## src/rtl/core/ced_pkg.sv

```systemverilog
// ----------------------------------------------------------------------------
// ced_pkg
// Shared widths, constants and register map of the comparator edge divider
// ----------------------------------------------------------------------------
`timescale 1ns / 1ps

package ced_pkg;

  localparam int SAMPLE_BITS  = 15;
  localparam int MAX_DIVISION = 31;

  localparam int GAIN_W   = 17;
  localparam int OFFSET_W = 14;
  localparam int BASE_W   = 5;
  localparam int PLEN_W   = 16;
  localparam int STEP_W   = 5;

  localparam int UNIT_SHIFT  = 25;
  localparam int PROD_W      = SAMPLE_BITS + GAIN_W + 1;
  localparam int BASE_TERM_W = BASE_W + UNIT_SHIFT + 1;
  localparam int TOT_W       = ((PROD_W > BASE_TERM_W) ? PROD_W : BASE_TERM_W) + 1;
  localparam int QUO_W       = TOT_W - UNIT_SHIFT;
  localparam int CMP_W       = ((PROD_W > OFFSET_W + 16) ? PROD_W : OFFSET_W + 16) + 1;
  localparam int N_W         = $clog2(MAX_DIVISION + 1);
  localparam int CNT_W       = N_W;

  localparam int ADDR_W    = 5;
  localparam int DATA_W    = 32;
  localparam int REG_IDX_W = 3;

  localparam logic [REG_IDX_W-1:0] REG_PLUS_GAIN    = 3'd0;
  localparam logic [REG_IDX_W-1:0] REG_SENSE_OFFSET = 3'd1;
  localparam logic [REG_IDX_W-1:0] REG_DIVIDE_BASE  = 3'd2;
  localparam logic [REG_IDX_W-1:0] REG_CV_GAIN      = 3'd3;
  localparam logic [REG_IDX_W-1:0] REG_PULSE_LENGTH = 3'd4;

  localparam logic [GAIN_W-1:0]          PLUS_GAIN_RST    = '0;
  localparam logic signed [OFFSET_W-1:0] SENSE_OFFSET_RST = '0;
  localparam logic [BASE_W-1:0]          DIVIDE_BASE_RST  = 5'd1;
  localparam logic [GAIN_W-1:0]          CV_GAIN_RST      = '0;
  localparam logic [PLEN_W-1:0]          PULSE_LENGTH_RST = 16'd48;

endpackage

```

## src/rtl/core/ced_in_if.sv

```systemverilog
// ----------------------------------------------------------------------------
// ced_in_if
// Sample channel: plus, minus and division CV with valid/ready
// ----------------------------------------------------------------------------
`timescale 1ns / 1ps

interface ced_in_if;

  logic                                 valid;
  logic                                 ready;
  logic signed [ced_pkg::SAMPLE_BITS-1:0] plus_sample;
  logic signed [ced_pkg::SAMPLE_BITS-1:0] minus_sample;
  logic signed [ced_pkg::SAMPLE_BITS-1:0] ratio_cv;

  modport source (output valid, output plus_sample, output minus_sample, output ratio_cv,
                  input ready);
  modport sink   (input valid, input plus_sample, input minus_sample, input ratio_cv,
                  output ready);

endinterface

```

## src/rtl/core/ced_out_if.sv

```systemverilog
// ----------------------------------------------------------------------------
// ced_out_if
// Result channel: comparator gate, divided gate and step index with valid/ready
// ----------------------------------------------------------------------------
`timescale 1ns / 1ps

interface ced_out_if;

  logic                          valid;
  logic                          ready;
  logic                          compare_gate;
  logic                          divided_gate;
  logic [ced_pkg::STEP_W-1:0]    step_index;

  modport source (output valid, output compare_gate, output divided_gate, output step_index,
                  input ready);
  modport sink   (input valid, input compare_gate, input divided_gate, input step_index,
                  output ready);

endinterface

```

## src/rtl/core/comparator_edge_divider_top.sv

```systemverilog
// ----------------------------------------------------------------------------
// comparator_edge_divider_top
// An accepted item passes the input, product and result registers before its
// result is valid; throughput one item per cycle, stalls only on output.
// Reset is asynchronous active low: pipeline empty, edge memory high, count
// and pulse zero, registers at 0, 0, 1, 0, 48.
// ----------------------------------------------------------------------------
`timescale 1ns / 1ps

module comparator_edge_divider_top (
  input  logic                         clk_i,
  input  logic                         rst_ni,
  ced_in_if.sink                       in_i,
  ced_out_if.source                    out_o,
  input  logic                         psel,
  input  logic                         penable,
  input  logic                         pwrite,
  input  logic [ced_pkg::ADDR_W-1:0]   paddr,
  input  logic [ced_pkg::DATA_W-1:0]   pwdata,
  output logic [ced_pkg::DATA_W-1:0]   prdata,
  output logic                         pready
);

  localparam logic signed [ced_pkg::TOT_W-1:0] Unit =
    ced_pkg::TOT_W'(1) << ced_pkg::UNIT_SHIFT;

  // configuration
  logic [ced_pkg::GAIN_W-1:0]          plus_gain_q;
  logic signed [ced_pkg::OFFSET_W-1:0] sense_offset_q;
  logic [ced_pkg::BASE_W-1:0]          divide_base_q;
  logic [ced_pkg::GAIN_W-1:0]          cv_gain_q;
  logic [ced_pkg::PLEN_W-1:0]          pulse_length_q;
  logic                                wr_en;
  logic [ced_pkg::REG_IDX_W-1:0]       reg_idx;

  assign pready  = 1'b1;
  assign wr_en   = psel && penable && pwrite;
  assign reg_idx = paddr[ced_pkg::ADDR_W-1:2];

  always_ff @(posedge clk_i or negedge rst_ni) begin
    if (!rst_ni) begin
      plus_gain_q    <= ced_pkg::PLUS_GAIN_RST;
      sense_offset_q <= ced_pkg::SENSE_OFFSET_RST;
      divide_base_q  <= ced_pkg::DIVIDE_BASE_RST;
      cv_gain_q      <= ced_pkg::CV_GAIN_RST;
      pulse_length_q <= ced_pkg::PULSE_LENGTH_RST;
    end else if (wr_en) begin
      case (reg_idx)
        ced_pkg::REG_PLUS_GAIN:    plus_gain_q    <= pwdata[ced_pkg::GAIN_W-1:0];
        ced_pkg::REG_SENSE_OFFSET: sense_offset_q <= $signed(pwdata[ced_pkg::OFFSET_W-1:0]);
        ced_pkg::REG_DIVIDE_BASE:  divide_base_q  <= pwdata[ced_pkg::BASE_W-1:0];
        ced_pkg::REG_CV_GAIN:      cv_gain_q      <= pwdata[ced_pkg::GAIN_W-1:0];
        ced_pkg::REG_PULSE_LENGTH: pulse_length_q <= pwdata[ced_pkg::PLEN_W-1:0];
        default: ;
      endcase
    end
  end

  always_comb begin
    case (reg_idx)
      ced_pkg::REG_PLUS_GAIN:    prdata = ced_pkg::DATA_W'(plus_gain_q);
      ced_pkg::REG_SENSE_OFFSET: prdata = ced_pkg::DATA_W'($unsigned(sense_offset_q));
      ced_pkg::REG_DIVIDE_BASE:  prdata = ced_pkg::DATA_W'(divide_base_q);
      ced_pkg::REG_CV_GAIN:      prdata = ced_pkg::DATA_W'(cv_gain_q);
      ced_pkg::REG_PULSE_LENGTH: prdata = ced_pkg::DATA_W'(pulse_length_q);
      default:                   prdata = '0;
    endcase
  end

  // pipeline control
  logic s1_valid_q, s2_valid_q, out_valid_q;
  logic s1_free, s2_free, out_free;

  assign out_free   = !out_valid_q || out_o.ready;
  assign s2_free    = !s2_valid_q || out_free;
  assign s1_free    = !s1_valid_q || s2_free;
  assign in_i.ready = s1_free;

  always_ff @(posedge clk_i or negedge rst_ni) begin
    if (!rst_ni) begin
      s1_valid_q  <= 1'b0;
      s2_valid_q  <= 1'b0;
      out_valid_q <= 1'b0;
    end else begin
      if (s1_free) begin
        s1_valid_q <= in_i.valid;
      end
      if (s2_free) begin
        s2_valid_q <= s1_valid_q;
      end
      if (out_free) begin
        out_valid_q <= s2_valid_q;
      end
    end
  end

  // input register
  logic signed [ced_pkg::SAMPLE_BITS-1:0] s1_plus_q, s1_minus_q, s1_cv_q;

  always_ff @(posedge clk_i) begin
    if (in_i.valid && s1_free) begin
      s1_plus_q  <= in_i.plus_sample;
      s1_minus_q <= in_i.minus_sample;
      s1_cv_q    <= in_i.ratio_cv;
    end
  end

  // product register
  logic signed [ced_pkg::PROD_W-1:0]      plus_prod, cv_prod;
  logic signed [ced_pkg::PROD_W-1:0]      s2_plus_prod_q, s2_cv_prod_q;
  logic signed [ced_pkg::SAMPLE_BITS-1:0] s2_minus_q;

  assign plus_prod = s1_plus_q * $signed({1'b0, plus_gain_q});
  assign cv_prod   = s1_cv_q * $signed({1'b0, cv_gain_q});

  always_ff @(posedge clk_i) begin
    if (s1_valid_q && s2_free) begin
      s2_plus_prod_q <= plus_prod;
      s2_cv_prod_q   <= cv_prod;
      s2_minus_q     <= s1_minus_q;
    end
  end

  // gate and ratio
  logic signed [ced_pkg::CMP_W-1:0] lhs, rhs;
  logic signed [ced_pkg::TOT_W-1:0] total;
  logic [ced_pkg::QUO_W-1:0]        quo;
  logic [ced_pkg::N_W-1:0]          ratio;
  logic                             gate;

  assign lhs  = ced_pkg::CMP_W'(s2_plus_prod_q) + (ced_pkg::CMP_W'(sense_offset_q) <<< 16);
  assign rhs  = ced_pkg::CMP_W'(s2_minus_q) <<< 16;
  assign gate = lhs > rhs;

  assign total = (ced_pkg::TOT_W'($signed({1'b0, divide_base_q})) <<< ced_pkg::UNIT_SHIFT)
               + ced_pkg::TOT_W'(s2_cv_prod_q);
  assign quo   = $unsigned(total[ced_pkg::TOT_W-1:ced_pkg::UNIT_SHIFT]);

  always_comb begin
    if (total < Unit) begin
      ratio = ced_pkg::N_W'(1);
    end else if (quo > ced_pkg::QUO_W'(ced_pkg::MAX_DIVISION)) begin
      ratio = ced_pkg::N_W'(ced_pkg::MAX_DIVISION);
    end else begin
      ratio = ced_pkg::N_W'(quo);
    end
  end

  // edge counter and pulse stretcher
  logic                        prev_gate_q, prev_gate_d;
  logic [ced_pkg::CNT_W-1:0]   cnt_q, cnt_d;
  logic [ced_pkg::PLEN_W-1:0]  rem_q, rem_d, rem_fire;
  logic [ced_pkg::CNT_W:0]     cnt_inc;
  logic                        rising, wrap, div_gate;

  assign rising  = gate && !prev_gate_q;
  assign cnt_inc = {1'b0, cnt_q} + 1'b1;
  assign wrap    = rising && (cnt_inc >= (ced_pkg::CNT_W + 1)'(ratio));

  always_comb begin
    prev_gate_d = gate;
    if (wrap) begin
      cnt_d = '0;
    end else if (rising) begin
      cnt_d = cnt_inc[ced_pkg::CNT_W-1:0];
    end else begin
      cnt_d = cnt_q;
    end
    rem_fire = (wrap && (pulse_length_q > rem_q)) ? pulse_length_q : rem_q;
    div_gate = rem_fire != '0;
    rem_d    = div_gate ? rem_fire - 1'b1 : rem_fire;
  end

  always_ff @(posedge clk_i or negedge rst_ni) begin
    if (!rst_ni) begin
      prev_gate_q <= 1'b1;
      cnt_q       <= '0;
      rem_q       <= '0;
    end else if (s2_valid_q && out_free) begin
      prev_gate_q <= prev_gate_d;
      cnt_q       <= cnt_d;
      rem_q       <= rem_d;
    end
  end

  // result register
  logic                       out_cmp_q, out_div_q;
  logic [ced_pkg::STEP_W-1:0] out_step_q;

  always_ff @(posedge clk_i) begin
    if (s2_valid_q && out_free) begin
      out_cmp_q  <= gate;
      out_div_q  <= div_gate;
      out_step_q <= ced_pkg::STEP_W'(cnt_q);
    end
  end

  assign out_o.valid        = out_valid_q;
  assign out_o.compare_gate = out_cmp_q;
  assign out_o.divided_gate = out_div_q;
  assign out_o.step_index   = out_step_q;

endmodule

```

## src/flat_wrapper.sv

```systemverilog
// flat-port wrapper written by rule: the top's interface ports become plain ports
module comparator_edge_divider_top_flat 
  (clk_i, rst_ni, psel, penable, pwrite, paddr, pwdata, prdata, pready, in_i_valid, in_i_plus_sample, in_i_minus_sample, in_i_ratio_cv, in_i_ready, out_o_valid, out_o_compare_gate, out_o_divided_gate, out_o_step_index, out_o_ready);
  ced_in_if in_i_i ();
  ced_out_if out_o_i ();
  input  logic clk_i;
  input  logic rst_ni;
  input  logic psel;
  input  logic penable;
  input  logic pwrite;
  input  logic [ced_pkg::ADDR_W-1:0] paddr;
  input  logic [ced_pkg::DATA_W-1:0] pwdata;
  output logic [ced_pkg::DATA_W-1:0] prdata;
  output logic pready;
  input wire logic [$bits(in_i_i.valid)-1:0] in_i_valid;
  input wire logic [$bits(in_i_i.plus_sample)-1:0] in_i_plus_sample;
  input wire logic [$bits(in_i_i.minus_sample)-1:0] in_i_minus_sample;
  input wire logic [$bits(in_i_i.ratio_cv)-1:0] in_i_ratio_cv;
  output wire logic [$bits(in_i_i.ready)-1:0] in_i_ready;
  output wire logic [$bits(out_o_i.valid)-1:0] out_o_valid;
  output wire logic [$bits(out_o_i.compare_gate)-1:0] out_o_compare_gate;
  output wire logic [$bits(out_o_i.divided_gate)-1:0] out_o_divided_gate;
  output wire logic [$bits(out_o_i.step_index)-1:0] out_o_step_index;
  input wire logic [$bits(out_o_i.ready)-1:0] out_o_ready;
  assign in_i_i.valid = in_i_valid;
  assign in_i_i.plus_sample = in_i_plus_sample;
  assign in_i_i.minus_sample = in_i_minus_sample;
  assign in_i_i.ratio_cv = in_i_ratio_cv;
  assign in_i_ready = in_i_i.ready;
  assign out_o_valid = out_o_i.valid;
  assign out_o_compare_gate = out_o_i.compare_gate;
  assign out_o_divided_gate = out_o_i.divided_gate;
  assign out_o_step_index = out_o_i.step_index;
  assign out_o_i.ready = out_o_ready;
  comparator_edge_divider_top u_core (.clk_i(clk_i), .rst_ni(rst_ni), .in_i(in_i_i), .out_o(out_o_i), .psel(psel), .penable(penable), .pwrite(pwrite), .paddr(paddr), .pwdata(pwdata), .prdata(prdata), .pready(pready));
endmodule
```

## config.mk

```make
export PLATFORM = sky130hd
export DESIGN_NAME = comparator_edge_divider_top_flat
export DESIGN_NICKNAME = d
export VERILOG_FILES = /design/src/rtl/core/ced_pkg.sv /design/src/rtl/core/ced_in_if.sv /design/src/rtl/core/ced_out_if.sv /design/src/rtl/core/comparator_edge_divider_top.sv /design/src/flat_wrapper.sv
export SDC_FILE = /design/constraint.sdc
export NUM_CORES = 1
export LEC_CHECK = 0
export BUFFER_PORTS_ARGS = -buffer_cell sky130_fd_sc_hd__buf_2
export CAP_MARGIN = 20
export CORE_MARGIN = 4
export CORE_UTILIZATION = 55
export DETAILED_ROUTE_END_ITERATION = 16
export MAX_ROUTING_LAYER = met4
export PLACE_DENSITY = 0.73
export SLEW_MARGIN = 30
export SYNTH_ARGS = -nofsm -noshare
export SYNTH_HDL_FRONTEND = slang
export SYNTH_SLANG_ARGS = --single-unit
```

## constraint.sdc

```tcl
create_clock -name clk_i -period 6.9 [get_ports clk_i]
set_clock_uncertainty 0.1 [all_clocks]
set_input_delay 0.69 -clock clk_i [delete_from_list [all_inputs] [get_ports clk_i]]
set_output_delay 0.69 -clock clk_i [all_outputs]
set_load 0.01 [all_outputs]
```

---- Word-level counts from Yosys, hierarchy flattened ----
Index checks and enable logic that the tools add are counted.
storage, ports and cells
  logic and storage cells ................. 66
  flip-flop bits (word level) ............. 227
operators by class
  multipliers ............................. 2
  mux-type cells .......................... 7
  order comparisons ....................... 5
  $add $sub $neg .......................... 4
  eq/ne operators ......................... 4
  reduce and logical (&&, ||, !) cells .... 24
operators by type and width
  operator                                              number
  case mux 17 bit (5 select lines)                      1
  multiplier 15 x 18 -> 33 bit                          2
  adder 31 x 33 -> 34 bit                               1
  adder 33 x 30 -> 34 bit                               1
  > comparator 34 x 31 -> 1 bit                         1
  < comparator 34 x 27 -> 1 bit, second input constant  1
  two-way mux 16 bit                                    2
  two-way mux 5 bit                                     4
  > comparator 16 bit                                   1
  nonzero test 16 bit                                   1
  subtractor 16 x 1 -> 16 bit, second input constant    1
  AND reduction 2 bit                                   6
  > comparator 9 x 5 -> 1 bit, second input constant    1
  logical AND 1 bit                                     8
  adder 5 x 1 -> 6 bit, second input constant           1
  equality test 3 x 2 -> 1 bit, second input constant   2
  greater-or-equal comparator 6 x 5 -> 1 bit            1
  logical NOT 1 bit                                     4
  equality test 3 x 1 -> 1 bit, second input constant   1
  equality test 3 bit, second input constant            1
  logical NOT 3 bit                                     1
  logical OR 1 bit                                      3
  nonzero test 2 bit                                    1

---- Logic depth before layout (Yosys ltp) ----
  word-level depth ........................ 10
  gate-level depth with buffers ........... 31
  depth with buffers taken out ............ 30

---- Worst setup path after synthesis ----
No wires, ideal clock.
  kind .................................... register to register
  start point ............................. register u_core.plus_gain_q[9] (netlist bit)
  end point ............................... register u_core.s2_plus_prod_q[32] (netlist bit), data pin
  buffers on the path ..................... 1
  arrival time ............................ 6,012 ps
  cell stages (with the launch flop) ...... 21
  path slack .............................. 528 ps
  cell sequence ........................... dfrtp_1 -> clkbuf_1 -> and2_1 -> fa_1 -> inv_1 -> fa_1 -> inv_1 -> fa_1 -> fa_1 -> fa_1 -> fa_1 -> ha_1 -> a2111o_1 -> o21bai_1 -> a22oi_2 -> o211a_1 -> nor3_1 -> or4_1 -> a21o_1 -> a21o_1 -> xnor2_1
on the way
  word-level cells in the longest chain between the ends .. 1
RTL lines
  what                            RTL line                            text
  from (decl)                     comparator_edge_divider_top.sv:28   logic [ced_pkg::GAIN_W-1:0] plus_gain_q;
  from (signal assigned)          comparator_edge_divider_top.sv:42   plus_gain_q <= ced_pkg::PLUS_GAIN_RST;
  from (signal assigned)          comparator_edge_divider_top.sv:49   ced_pkg::REG_PLUS_GAIN: plus_gain_q <= pwdata[ced_pkg::GAIN_W-1:0];
  multiplier 15 x 18 -> 33 bit    comparator_edge_divider_top.sv:113  assign plus_prod = s1_plus_q * $signed({1'b0, plus_gain_q});
  net u_core.plus_prod (one bit)  comparator_edge_divider_top.sv:109  logic signed [ced_pkg::PROD_W-1:0] plus_prod, cv_prod;
  to (signal assigned)            comparator_edge_divider_top.sv:118  s2_plus_prod_q <= plus_prod;
  to (decl)                       comparator_edge_divider_top.sv:110  logic signed [ced_pkg::PROD_W-1:0] s2_plus_prod_q, s2_cv_prod_q;
The timed path passes the listed nets, and every way through them passes these cells.
A chain may end at the register's enable or synchronous reset.

---- Final worst setup path ----
  start point ............................. register u_core.plus_gain_q[8] (netlist bit)
  end point ............................... register u_core.s2_plus_prod_q[32] (netlist bit), data pin
The elaborated chain is that of the path after synthesis.

==> metrics.csv <==
metric,value,unit
syn_inst,2682,
run_status,finished clean,
synthArstFlopShare,46.5,%
grt_max_degree,81,
cp-end-kind,register,
min_path_cells,1,
synth-compound-area-share,7.01,%
stdcell_count,3448,
grt_pass1_vias,20900,
clkLatencyLatePin,0.57,ns
post_drt_wl_per_cell,18.9,µm
viasPerCell,5.64,
grt_first_pass_wirelength,107000,µm
hold_class,in2reg,
place.gp.congestion,0.949,
cp.arrival,6.86,ns
finalSetupViolCount,0,
numPortBuffers,97,
cts_buffers,25,
finish.utilization,60.9,%
required,7.12,ns
synth_top_family_by_area,adder cells,
path_class,reg2reg,
ys_types,77,
max_cap_viol_count,0,
worst_slew_margin_rel,48.1,%
rsz0062_at_grt,yes,
yosysSeqAreaShare,21.1,%
ys.warnings.count,0,
clk_path_buf_depth,3,
fillCellCount,3899,
cp_cell_sequence,and2_1 -> fa_1 -> inv_1 -> fa_1 -> inv_1 -> fa_1 -> fa_1 -> fa_1 -> fa_1 -> ha_4 -> a2111o_1 -> o21bai_2 -> a22oi_2 -> o211a_1 -> nor3_1 -> or4_1 -> a21o_1 -> a21o_1 -> xnor2_1,
antenna_found_initial,0,
slowest_stage,fa_1,
die_area,51800,µm²
worstRegToRegCells,19,
syn-cell-area,26500,µm²
layout_common_cells,"459 x inv_1, 389 x fa_1, 353 x nand2_1",
ys_ff_latch,202,
max_freq,151,MHz
slew_violations,0,
post-route-period-util,96.3,%
min_period,6.64,ns
placedCellCount,3385,
mostFrequentLayoutCell,inv_1,
cts_max_level,1,
fin_nets,3584,
io_pins,131,
hold_violations,0,
cp-start-kind,register,
drt-initial-drc-count,1506,
cts_root_buffer,clkbuf_16,
synth.mux.area_fraction,3.91,%
n_antenna_cell,0,
drc,0,
track_usage,26.8,%
synthSimpleGateAreaFrac,14.4,%
synthXorXnorAreaFrac,1.95,%
cpMostUsedCell,fa_1,
synthAdderAreaFrac,43.1,%
first_pass_iters,7,
cts.clk_slew.worst_paths,0.07,ns
synth_edf_count,108,
synthFlopType,edfxtp_1,
initial_core_util,55.6,%
worst_pin_slew,0.774,ns
area_growth,9.71,%
vias,19400,
grt-ovfl-total,0,
critical-path-max-stage-delay,0.57,ns
drive_above_1_share,13.3,%
dp_hpwl,52500,µm
cp_max_fo,13,
syn_area_per_cell,9.89,µm²
tritoncts,done,
ant_nets,0,
die_y,228,µm
core_area,47700,µm²
die_x,228,µm
wl,65100,µm
cts.sinks,202,
placementRows,80,
[cells by family (layout without fill, tap and decap cells)]
group,Yosys count,after routing
buf+inv,577,714
fa+ha+maj,680,680
flops,202,202
xor+xnor,59,59
mux,92,92
compound gates,285,285
simple gates,785,785
other cells,2,16
[layer usage]
metal	up-vias	wire (µm)	global-route usage, %	part of all wire (%)
met4	0	2480	8.39	3.8
met1	9686	26500	35.6	41
met5	-	0	-	0
li1	8829	-	-	-
met3	182	5180	3.64	8.0
met2	752	30900	43.1	48
[synthesized netlist by cell type (5+ instances only)]
master    instances  area share [%]
nor2b_1          10            0.24
mux2i_1          12            0.45
and3_1            9            0.21
o22ai_1           7            0.17
inv_1           459             6.5
a211oi_1         20            0.57
buf_4            17            0.48
nor2_1           76             1.1
and2_1          183             4.3
o21a_1            8            0.23
nor4b_1           5            0.17
xor2_1           13            0.43
dfrtp_1          90             8.5
nand2b_1         41            0.97
o21ai_0          58             1.1
nand3_1          29            0.55
mux2_2           78             3.3
nand2_1         353             5.0
or3_1             9            0.21
nor3_1           28            0.53
xnor2_1          46             1.5
o21bai_1         12            0.34
nand4_1          13            0.31
or2_2             7            0.17
a21oi_1          80             1.5
a21o_1           32            0.91
o211ai_1          8            0.23
fa_1            389              29
a22oi_1          13            0.37
ha_1            291              14
clkbuf_1         93             1.3
edfxtp_1        108              12
[worst max-delay path, delay by kind of cell (launching register included)]
family,cells,cell delay (ns)
AOI/OAI and AO/OA,6,1.53
xor gates and xnor gates,1,0.12
adders and majority gates,7,3.27
buffers and inverters,2,0.11
DFF,1,0.54
and+or+nand+nor,3,0.71
[registers in the layout (all words and copies together) (netlist names)]
register / count
u_core.out_o.divided_gate: 1
u_core.s2_minus_q: 15
u_core.prev_gate_q: 1
u_core.divide_base_q: 5
u_core.s1_minus_q: 15
u_core.s2_plus_prod_q: 33
u_core.out_o.valid: 1
u_core.out_o.step_index: 5
u_core.cv_gain_q: 17
u_core.s1_plus_q: 15
u_core.s2_valid_q: 1
u_core.pulse_length_q: 16
u_core.sense_offset_q: 14
u_core.s2_cv_prod_q: 8
u_core.s1_valid_q: 1
u_core.cnt_q: 5
u_core.plus_gain_q: 17
u_core.out_o.compare_gate: 1
u_core.rem_q: 16
u_core.s1_cv_q: 15
[area by class of cell]
cell class / count / area, µm² / area share [%]
Multi-Input combinational cell: 1917 / 18800 / 64.6
Sequential cell: 202 / 5610 / 19.3
Inverter: 461 / 1730 / 5.96
Timing Repair Buffer: 208 / 1330 / 4.57
Tap cell: 615 / 769 / 2.64
Clock buffer: 31 / 668 / 2.30
Clock inverter: 14 / 174 / 0.598
[worst paths after layout]
kind	from	end	slack, ns
setup / recovery	u_core.plus_gain_q[8]$_DFFE_PN0P_	u_core.s2_plus_prod_q[32]$_DFFE_PP_	0.26
hold / removal	in_i_ratio_cv[10]	u_core.s1_cv_q[10]$_DFFE_PP_	0.18
setup reg to reg	u_core.plus_gain_q[8]$_DFFE_PN0P_	u_core.s2_plus_prod_q[32]$_DFFE_PP_	0.26
hold reg to reg	u_core.s1_minus_q[13]$_DFFE_PP_	u_core.s2_minus_q[13]$_DFFE_PP_	0.31
max in group asynchronous	rst_ni	u_core.plus_gain_q[8]$_DFFE_PN0P_	5.27
min in group asynchronous	rst_ni	u_core.rem_q[9]$_DFFE_PN0P_	0.41
[metrics by stage]
stage          hold slack, ns  TNS (ns)  instance area (µm²)  setup slack (ns)
2_1_floorplan           0.294         0                26600             0.528
3_3_place_gp            0.303         0                28000             0.161
3_5_place_dp            0.305         0                28000            0.0886
4_1_cts                 0.158         0                28900            0.0644
5_1_grt                 0.178   -0.0309                29100           -0.0309
6_report                0.184         0                29100             0.258
[what timing repair did]
action,in CTS,in global routing
endpoints found under the hold margin,14,0
endpoints found under the setup margin,0,13
resized for setup,0,28
setup buffers,0,17
hold buffers,1,0
Power is left out: the tool's default activity adds up to more than one toggle a clock period on the data nets, which glitch-free logic cannot reach.
